[config.mk]
export PLATFORM = sky130hd
export DESIGN_NAME = tst_emit
export DESIGN_NICKNAME = d
export VERILOG_FILES = /design/src/hw/rtl/tst_pkg.sv /design/src/hw/rtl/tst_emit.sv
export SDC_FILE = /design/constraint.sdc
export NUM_CORES = 1
export LEC_CHECK = 0
export ABC_AREA = 0
export BUFFER_PORTS_ARGS = -buffer_cell sky130_fd_sc_hd__buf_2
export CAP_MARGIN = 20
export CORE_MARGIN = 2
export CORE_UTILIZATION = 40
export CTS_CLUSTER_DIAMETER = 30
export DETAILED_ROUTE_END_ITERATION = 10
export SYNTH_ARGS = -nofsm -noshare
export SYNTH_HDL_FRONTEND = slang
export SYNTH_SLANG_ARGS = --single-unit
[constraint.sdc]
create_clock -name clk -period 13.6 [get_ports clk]
set_clock_uncertainty 0.2 [all_clocks]
set_input_delay 2.04 -clock clk [delete_from_list [all_inputs] [get_ports clk]]
set_output_delay 2.04 -clock clk [all_outputs]
set_load 0.05 [all_outputs]
[src/hw/rtl/tst_pkg.sv]
package tst_pkg;

  localparam int SEG_VERTS = 6*3;
  localparam int DOT_VERTS = 2*3;
  localparam logic signed [17:0] TEX_ONE = 18'sd16384;

  localparam logic [1:0] CT_NEG  = 2'd0;
  localparam logic [1:0] CT_ZERO = 2'd1;
  localparam logic [1:0] CT_POS  = 2'd2;

  typedef struct packed {
    logic              mode;
    logic signed [31:0] ax;
    logic signed [31:0] ay;
    logic signed [31:0] bx;
    logic signed [31:0] by;
    logic [30:0]       r;
    logic [31:0]       rgba;
  } side_t;

  typedef struct packed {
    side_t              sd;
    logic signed [15:0] nx;
    logic signed [15:0] ny;
    logic signed [33:0] nwx;
    logic signed [33:0] nwy;
    logic signed [33:0] twx;
  } geo_t;

  function automatic logic [2:0] seg_corner(input logic [4:0] k);
    logic [2:0] c;
    c = 3'd0;
    unique case (k)
      5'd0:  c = 3'd0;
      5'd1:  c = 3'd1;
      5'd2:  c = 3'd2;
      5'd3:  c = 3'd3;
      5'd4:  c = 3'd1;
      5'd5:  c = 3'd2;
      5'd6:  c = 3'd3;
      5'd7:  c = 3'd4;
      5'd8:  c = 3'd2;
      5'd9:  c = 3'd3;
      5'd10: c = 3'd4;
      5'd11: c = 3'd5;
      5'd12: c = 3'd6;
      5'd13: c = 3'd4;
      5'd14: c = 3'd5;
      5'd15: c = 3'd6;
      5'd16: c = 3'd7;
      5'd17: c = 3'd5;
      default: c = 3'd0;
    endcase
    return c;
  endfunction

  function automatic logic [1:0] seg_ct(input logic [2:0] c);
    logic [1:0] t;
    t = CT_ZERO;
    unique case (c)
      3'd0, 3'd1: t = CT_NEG;
      3'd6, 3'd7: t = CT_POS;
      default:    t = CT_ZERO;
    endcase
    return t;
  endfunction

  function automatic logic [1:0] dot_corner(input logic [4:0] k);
    logic [1:0] c;
    c = 2'd0;
    unique case (k)
      5'd0:    c = 2'd0;
      5'd1:    c = 2'd1;
      5'd2:    c = 2'd2;
      5'd3:    c = 2'd0;
      5'd4:    c = 2'd2;
      5'd5:    c = 2'd3;
      default: c = 2'd0;
    endcase
    return c;
  endfunction

  function automatic logic signed [31:0] sat32(input logic signed [35:0] v);
    logic signed [31:0] s;
    if (v > 36'sd2147483647) s = 32'sh7FFFFFFF;
    else if (v < -36'sd2147483648) s = 32'sh80000000;
    else s = v[31:0];
    return s;
  endfunction

  function automatic logic signed [15:0] sat16(input logic signed [17:0] v);
    logic signed [15:0] s;
    if (v > 18'sd32767) s = 16'sh7FFF;
    else if (v < -18'sd32768) s = 16'sh8000;
    else s = v[15:0];
    return s;
  endfunction

endpackage

[src/hw/rtl/tst_emit.sv]
module tst_emit import tst_pkg::*; (
  input  logic               clk,
  input  logic               rst,
  input  logic               geo_valid,
  output logic               geo_take,
  input  geo_t               geo,
  output logic               out_valid,
  input  logic               out_stall,
  output logic signed [31:0] vert_x,
  output logic signed [31:0] vert_y,
  output logic [31:0]        vert_rgba,
  output logic signed [15:0] tex_u,
  output logic signed [15:0] tex_v,
  output logic [4:0]         vert_index,
  output logic               last_vertex
);

  geo_t       cur;
  logic       cur_valid;
  logic [4:0] k;
  logic [4:0] last_k;
  logic       out_adv, at_last, free;

  logic [2:0]         c;
  logic [1:0]         ct, dc;
  logic signed [35:0] bpx, bpy, npx, npy, tpx, tpy, rr;
  logic signed [17:0] nxe, nye, un, vn, ut, vt;
  logic signed [31:0] px, py;
  logic signed [15:0] pu, pv;

  assign out_adv  = !out_valid || !out_stall;
  assign last_k   = cur.sd.mode ? 5'(SEG_VERTS - 1) : 5'(DOT_VERTS - 1);
  assign at_last  = (k == last_k);
  assign free     = !cur_valid || (out_adv && at_last);
  assign geo_take = geo_valid && free;

  always_comb begin
    c   = seg_corner(k);
    ct  = seg_ct(c);
    dc  = dot_corner(k);
    nxe = {{2{cur.nx[15]}}, cur.nx};
    nye = {{2{cur.ny[15]}}, cur.ny};
    rr  = 36'(cur.sd.r);
    if (cur.sd.mode) begin
      bpx = c[2] ? 36'(cur.sd.ax) : 36'(cur.sd.bx);
      bpy = c[2] ? 36'(cur.sd.ay) : 36'(cur.sd.by);
      npx = c[0] ? 36'(cur.nwx) : -36'(cur.nwx);
      npy = c[0] ? 36'(cur.nwy) : -36'(cur.nwy);
      un  = c[0] ? nxe : -nxe;
      vn  = c[0] ? nye : -nye;
      unique case (ct)
        CT_NEG: begin
          tpx = -36'(cur.twx);
          tpy = -36'(cur.nwx);
          ut  = nye;
          vt  = -nxe;
        end
        CT_POS: begin
          tpx = 36'(cur.twx);
          tpy = 36'(cur.nwx);
          ut  = -nye;
          vt  = nxe;
        end
        default: begin
          tpx = 36'sd0;
          tpy = 36'sd0;
          ut  = 18'sd0;
          vt  = 18'sd0;
        end
      endcase
    end else begin
      bpx = 36'(cur.sd.ax);
      bpy = 36'(cur.sd.ay);
      npx = dc[1] ? rr : -rr;
      npy = (dc == 2'd1 || dc == 2'd2) ? rr : -rr;
      tpx = 36'sd0;
      tpy = 36'sd0;
      un  = dc[1] ? TEX_ONE : -TEX_ONE;
      vn  = (dc == 2'd1 || dc == 2'd2) ? TEX_ONE : -TEX_ONE;
      ut  = 18'sd0;
      vt  = 18'sd0;
    end
    px = sat32(bpx + npx + tpx);
    py = sat32(bpy + npy + tpy);
    pu = sat16(un + ut);
    pv = sat16(vn + vt);
  end

  always_ff @(posedge clk) begin
    if (rst) begin
      cur_valid <= 1'b0;
      out_valid <= 1'b0;
      k         <= 5'd0;
    end else begin
      if (out_adv) out_valid <= cur_valid;
      if (geo_take) begin
        cur_valid <= 1'b1;
        k         <= 5'd0;
      end else if (out_adv && cur_valid) begin
        k <= k + 5'd1;
        if (at_last) cur_valid <= 1'b0;
      end
    end
  end

  always_ff @(posedge clk) begin
    if (geo_take) cur <= geo;
    if (out_adv && cur_valid) begin
      vert_x      <= px;
      vert_y      <= py;
      vert_rgba   <= cur.sd.rgba;
      tex_u       <= pu;
      tex_v       <= pv;
      vert_index  <= k;
      last_vertex <= at_last;
    end
  end

endmodule

==> results of run 1 <==
==> routing by layer <==
metal / up-vias / GRT usage, %
met5: - / 0
met2: 719 / 39.4
met3: 184 / 4.65
met4: 18 / 8.74
met1: 11200 / 27.3
li1: 11300 / -
==> worst max-delay path: cells and delay by family (launching register included) <==
family / cells / cell delay [ns]
AO/OA/AOI/OAI: 12 / 3.16
AND/OR/NAND/NOR: 6 / 2.53
adder cells (fa/ha/maj): 3 / 1.18
flip-flops: 1 / 0.43
buffers and inverters: 2 / 0.12
==> power by group through the flow <==
stage                     Combinational (mW)  Sequential, mW  Clock [mW]
after floorplan                         1.11            2.29           0
after global placement                  1.93            1.95           0
after detailed placement                1.94            1.95           0
after CTS                               1.95            1.92        2.60
after global routing                    2.13            1.94        2.68
final                                   1.94            1.92        2.56
==> sequential cells by signal (all words and copies together), names as in the netlist <==
name / count
tex_u: 16
last_vertex: 1
vert_rgba: 32
vert_y: 32
k: 5
cur_valid: 1
c: 3
cur: 326
tex_v: 16
vert_index: 5
out_valid: 1
vert_x: 32
==> final cells by class <==
type	instances	area, sq um	area share [%]
Multi-Input combinational cell	2083	14500	39.6
Sequential cell	470	14000	38.2
Clock buffer	120	2750	7.50
Timing Repair Buffer	493	2560	7.00
Tap cell	959	1200	3.27
Clock inverter	82	915	2.50
Inverter	183	687	1.87
Antenna cell	8	20.0	0.0546
==> per-stage QoR <==
step                      area, sq um  worst slack (ns)
after global placement          32900              5.38
after floorplan                 29600              1.36
final                           36700              5.76
after detailed placement        32900              5.70
after global routing            36600              5.19
after CTS                       36600              5.69
==> worst max-delay path by stage <==
| stage | startpoint | endpoint | depth (start not counted) |
|---|---|---|---|
| finish | cur[68]$_DFFE_PP_ | vert_x[7]$_SDFFCE_PN1P_ | 23 |
| CTS | cur[68]$_DFFE_PP_ | vert_x[7]$_SDFFCE_PN1P_ | 23 |
| floorplan | out_stall | geo_take | 4 |
| global placement | cur[68]$_DFFE_PP_ | vert_x[13]$_SDFFCE_PN1P_ | 23 |
| detailed placement | cur[69]$_DFFE_PP_ | vert_x[3]$_SDFFCE_PN1P_ | 23 |
| global route | cur[68]$_DFFE_PP_ | vert_x[3]$_SDFFCE_PN1P_ | 23 |
==> synthesized netlist by cell type, types with 6 or more instances <==
cell type / n
a31oi_1: 13
nand3_1: 52
nand2b_1: 23
clkbuf_1: 102
nor3b_1: 15
a21boi_0: 24
a22oi_1: 27
xnor2_1: 147
dfxtp_1: 10
a31o_2: 6
o31ai_1: 17
nor3_1: 84
mux2i_1: 69
o211ai_1: 12
or2_2: 11
o21a_1: 48
a21o_1: 51
or3_1: 57
and2_1: 29
nor2_1: 235
o21ai_0: 271
ha_1: 117
buf_2: 6
buf_1: 15
o21bai_1: 7
edfxtp_1: 460
a311o_1: 7
xor2_1: 97
a21oi_1: 186
or4_1: 9
and3_1: 14
nand4_1: 14
nor2b_1: 52
o22ai_1: 6
fa_1: 74
nand2_1: 193
a211oi_1: 12
nor4_1: 26
inv_1: 183
==> kinds of logic after synthesis <==
family | share of synthesized area [%]
AO/OA/AOI/OAI | 14.9
XOR/XNOR | 7.28
adder cells (fa/ha/maj) | 9.93
buffers and inverters | 4.00
flip-flops | 47.3
multiplexers | 2.48
AND/OR/NAND/NOR | 14.1
==> results.cfg, run 1 <==
[place]
placed_cells = 4186
dpl.hpwl_um = 66400
gp_congestion = 0.904
io_buffers = 465

[critical_path]
slowest_stage = a21oi_4
r2r_setup_slack_ns = 5.76
crit_required_ns = 13.92
r2r_cells = 23
end_kind = flip-flop
start_kind = flip-flop
worstPathCellList = inv_1 -> ha_1 -> or3b_2 -> or4_1 -> nor4_2 -> or4b_1 -> nor4_1 -> o21ai_0 -> nand3_1 -> o21ai_0 -> fa_1 -> inv_1 -> ha_1 -> a21o_1 -> a21o_1 -> a21oi_1 -> o21ai_0 -> a21o_1 -> a31o_2 -> a2111oi_0 -> o21bai_1 -> a21oi_4 -> o21a_1
timing.rr.start = cur[68]$_DFFE_PP_
arrival_ns = 8.16
cp_max_fo = 30
reg2reg_to = vert_x[7]$_SDFFCE_PN1P_
critical_path_class = flip-flop to flip-flop
critPathMaxStageDelay_ns = 0.69

[cts]
worstSkewPairLatency_ns = 0.67
cts_setup_buffers = 0
cts_tree = done
hold_buffers = 0
cts.repair.resized = 0
cts_sinks = 470
root_buffer = clkbuf_16
cts_buffers = 107
cts-htree-levels = 3
path_clk_slew_ns = 0.05
cts_buffer_depth = 3

[finish]
final_cell_mix = buf_2 (465), edfxtp_1 (460), o21ai_0 (270)
nets = 3859
drive_gt1_share_pct = 20.7
nFillCells = 6699
layout.cells.non_filler = 4398
layout_commonest_cell = buf_2
post-route-util_pct = 50.1
area_growth_pct = 23.6

[sta]
worst_pin_slew_ns = 1.04
finalMaxSlewViolations = 0
worst_hold_slack_ns = 0.209
setup_viol = 0
rsz0062_at_grt = no
fin_crit_ns = 7.84
slew-limit-headroom_pct = 30.6
max_freq_ghz = 0.128
period_share_pct = 57.6
final-hold-violation-count = 0
tns_ns = 0

[yosys]
synth_fp_nets = 3383
synth_edf_count = 460
syn_area_sq_um = 29600
yosysSeqAreaShare_pct = 47.3
synth_area_per_cell_sq_um = 10.4
yosysWarnings = 0
synth_async_sr_flop_share_pct = 0
synth_area_leaders = edfxtp_1 (47%), fa_1 (5.0%), ha_1 (4.9%)
synth_top_area_share_pct = 46.6
synth_top_cell_by_area = edfxtp_1
ys_ff_latch = 470
synth_cells = 2862
ys_types = 85
ys.flop_type = edfxtp_1

[floorplanning]
rows = 99
io_pins = 466
coreArea_sq_um = 73200
die_x_um = 276
fp.dieH_um = 276
initial_utilization_pct = 40.5
die_area_sq_um = 76300

[min_path]
whs_endpoint = vert_rgba[29]$_DFFE_PP_
worst_hold_path_type = flip-flop to flip-flop
holdPathStages = 0
worstHoldStart = cur[163]$_DFFE_PP_

[power_and_ir_drop]
power.total_mw = 6.42
power.clock.fraction_pct = 39.9
pwr-share-comb_pct = 30.2
power_density_nw_per_um2 = 175
pwr-share-seq_pct = 29.9
ir_worst_vdd_uv = 134
p_int_mw = 4.22
swShare_pct = 34.2
power_switching_mw = 2.20
leakagePower_nw = 14.8

[routing]
routed-wl-met3_um = 5530
vias = 23400
first_iter_violations = 1454
dr.pass1.iters = 6
top_layer = met5
vias_per_cell = 5.32
routed_wl_um = 87600
drt-met1-wl_um = 35200
drc = 0
met2_length_um = 43700
post_drt_wl_per_cell_um = 19.9
ant_nets = 0

[job]
cap_violations = 0

[global_route]
antenna_found_initial = 18
grt-ovfl-total = 0
grt_pass1_wl_um = 132000
grt_max_degree = 117
grt_pass1_vias = 22900
grt_use_total_pct = 22.5

[status]
status = complete, no violations
Power figures use the tool's default switching activity.
==> run 2, diff against run 1 <==
==> constraint.sdc (replaced) <==
create_clock -name clk -period 6.4 [get_ports clk]
set_clock_uncertainty 0.2 [all_clocks]
set_input_delay 0.96 -clock clk [delete_from_list [all_inputs] [get_ports clk]]
set_output_delay 0.96 -clock clk [all_outputs]
set_load 0.05 [all_outputs]
==> run 2 against run 1 <==
Compared with the run above:
- count of clock-buffer cells in the layout down 6
- critical path type unchanged
- final cell count up 4.7%
- via count up 4.0%
- die area unchanged
- largest cell class unchanged
- highest routed layer unchanged
- setup slack lost 5.6 ns
- register-to-register slack worse by 5.6 ns
- sequential cell count unchanged
- sequential share of layout area shrank 2.3 points
- critical path depth increased by 4
- non-clock buffer count up 207
- worst hold slack improved by 0.0026 ns
- critical endpoint is now vert_y[21]$_SDFFCE_PN1P_
- design area up 6.3%
- largest power group unchanged
==> results.cfg, run 2 (synthesis results as in run 1) <==
[power_and_ir_drop]
power_switching_mw = 4.97
power.clock.fraction_pct = 37.3
pwr-share-seq_pct = 28.4
power_density_nw_per_um2 = 370
ir_worst_vdd_uv = 272
leakagePower_nw = 16.0
pwr-share-comb_pct = 34.4
swShare_pct = 34.5
p_int_mw = 9.44

[critical_path]
critical_path_class = flip-flop to flip-flop
slowest_stage = or4b_4
r2r_setup_slack_ns = 0.11
crit_required_ns = 6.60
start_kind = flip-flop
cpMostUsedCell = buf_6
path_buf_inv = 6
cp_max_fo = 8
arrival_ns = 6.48
critPathMaxStageDelay_ns = 0.53
critPathTopFamily = simple AND/OR/NAND/NOR gates
end_kind = flip-flop

[floorplanning]
die_area_sq_um = 76300
coreArea_sq_um = 73200
initial_utilization_pct = 40.5
fp.dieH_um = 276
rows = 99
die_x_um = 276
io_pins = 466

[routing]
vias = 24300
post_drt_wl_per_cell_um = 19.9
first_iter_violations = 1611
ant_nets = 0
vias_per_cell = 5.28
dr.pass1.iters = 5
drc = 0
routed_wl_um = 91500

[status]
status = complete, no violations

[finish]
nFillCells = 6576
top_register = cur
nets = 4066
final_cell_mix = buf_2 (465), edfxtp_1 (460), o21ai_0 (237)
stdcell_area_sq_um = 38900
multi_input_area_sq_um = 15100
layout_commonest_cell = buf_2
drive_gt1_share_pct = 27.7
layout.cells.non_filler = 4606
ff_latch_area_sq_um = 14000
area_growth_pct = 31.4
largest_reg_flops = 326

[sta]
finalMaxSlewViolations = 0
final-hold-violation-count = 0
fin_crit_ns = 6.29
setup_viol = 0
max_freq_ghz = 0.159
period_share_pct = 98.3
slew-limit-headroom_pct = 37.3
worst_pin_slew_ns = 0.914
rsz0062_at_grt = yes

[cts]
hold_buffers = 0
root_buffer = clkbuf_16
cts-htree-levels = 3
path_clk_slew_ns = 0.05
cts_sinks = 470
cts_buffers = 106
worstSkewPairLatency_ns = 0.67
cts_tree = done
cts_buffer_depth = 3

[job]
cap_violations = 0

[global_route]
antenna_found_initial = 11
grt_pass1_wl_um = 139000
grt_use_total_pct = 23.4
grt_pass1_vias = 24000
grt_max_degree = 116
grt-ovfl-total = 0

[min_path]
worst_hold_path_type = flip-flop to flip-flop

[place]
placed_cells = 4375
place_area_sq_um = 34500
dpl.hpwl_um = 68700
io_buffers = 465
gp_congestion = 0.936
[run 2: path summary, 6_finish.rpt]
path,end,startpoint,depth (start not counted)
hold reg to reg,vert_rgba[30]$_DFFE_PP_,cur[164]$_DFFE_PP_,0
setup / recovery,vert_y[21]$_SDFFCE_PN1P_,cur[69]$_DFFE_PP_,27
setup reg to reg,vert_y[21]$_SDFFCE_PN1P_,cur[69]$_DFFE_PP_,27
hold / removal,vert_rgba[30]$_DFFE_PP_,cur[164]$_DFFE_PP_,0
[run 2: routing by layer]
layer  vias up  wire length (um)  GRT usage, %
li1      11700                 -             -
met1     11700             37200          28.9
met2       736             45700          41.0
met3       165              5830          4.91
met4        10              2670          7.19
met5         -                65             0
[run 2: timing repair]
action,in CTS,in global routing
gates cloned,3,3
setup endpoints to repair,62,64
pin swaps,13,54
resized for setup,52,91
buffers inserted,6,11
[run 2: final cells by class]
| type | instances | area share (%) |
|---|---|---|
| Clock buffer | 114 | 6.91 |
| Multi-Input combinational cell | 2084 | 38.8 |
| Timing Repair Buffer | 700 | 11.0 |
| Tap cell | 959 | 3.08 |
| Inverter | 183 | 1.76 |
| Antenna cell | 11 | 0.0707 |
| Sequential cell | 470 | 36.0 |
| Clock inverter | 85 | 2.34 |
[run 2: power by group through the flow]
stage | combinational [mW] | clock (mW) | sequential [mW]
floorplan | 2.39 | 0 | 4.84
global placement | 4.45 | 0 | 4.13
detailed placement | 4.47 | 0 | 4.14
CTS | 4.71 | 5.45 | 4.09
global route | 5.38 | 5.62 | 4.12
finish | 4.95 | 5.37 | 4.09
[run 2: worst reg2reg max path: stages, from the launching register on]
cell	delay [ns]
edfxtp_1	0.38
inv_1	0.09
ha_2	0.17
or3b_4	0.38
or4_4	0.47
nor4_4	0.17
or4b_4	0.53
buf_6	0.15
nor2_4	0.11
a21oi_2	0.07
nor2b_1	0.16
o21ai_2	0.09
fa_1	0.50
inv_1	0.06
ha_4	0.27
and3_4	0.18
nand2_1	0.05
or3_4	0.40
o221a_4	0.24
o31a_1	0.15
o21ai_2	0.19
a311oi_2	0.12
xor2_1	0.18
a41oi_2	0.19
buf_6	0.15
buf_6	0.12
clkbuf_16	0.15
o21ai_0	0.08
[run 2: through the flow]
| step | setup slack, ns | TNS [ns] | utilization [%] | hold WS (ns) | total power, mW |
|---|---|---|---|---|---|
| after CTS | -0.0641 | -1.34 | 52.4 | 0.213 | 14.2 |
| after global routing | -0.168 | -7.48 | 53.2 | 0.214 | 15.1 |
| after floorplan | -0.0529 | -0.205 | - | 0.200 | 7.23 |
| final | 0.112 | 0 | 53.2 | 0.211 | 14.4 |
| after global placement | -0.341 | -11.57 | 47.1 | 0.200 | 8.58 |
| after detailed placement | -0.441 | -16.96 | 47.1 | 0.205 | 8.61 |
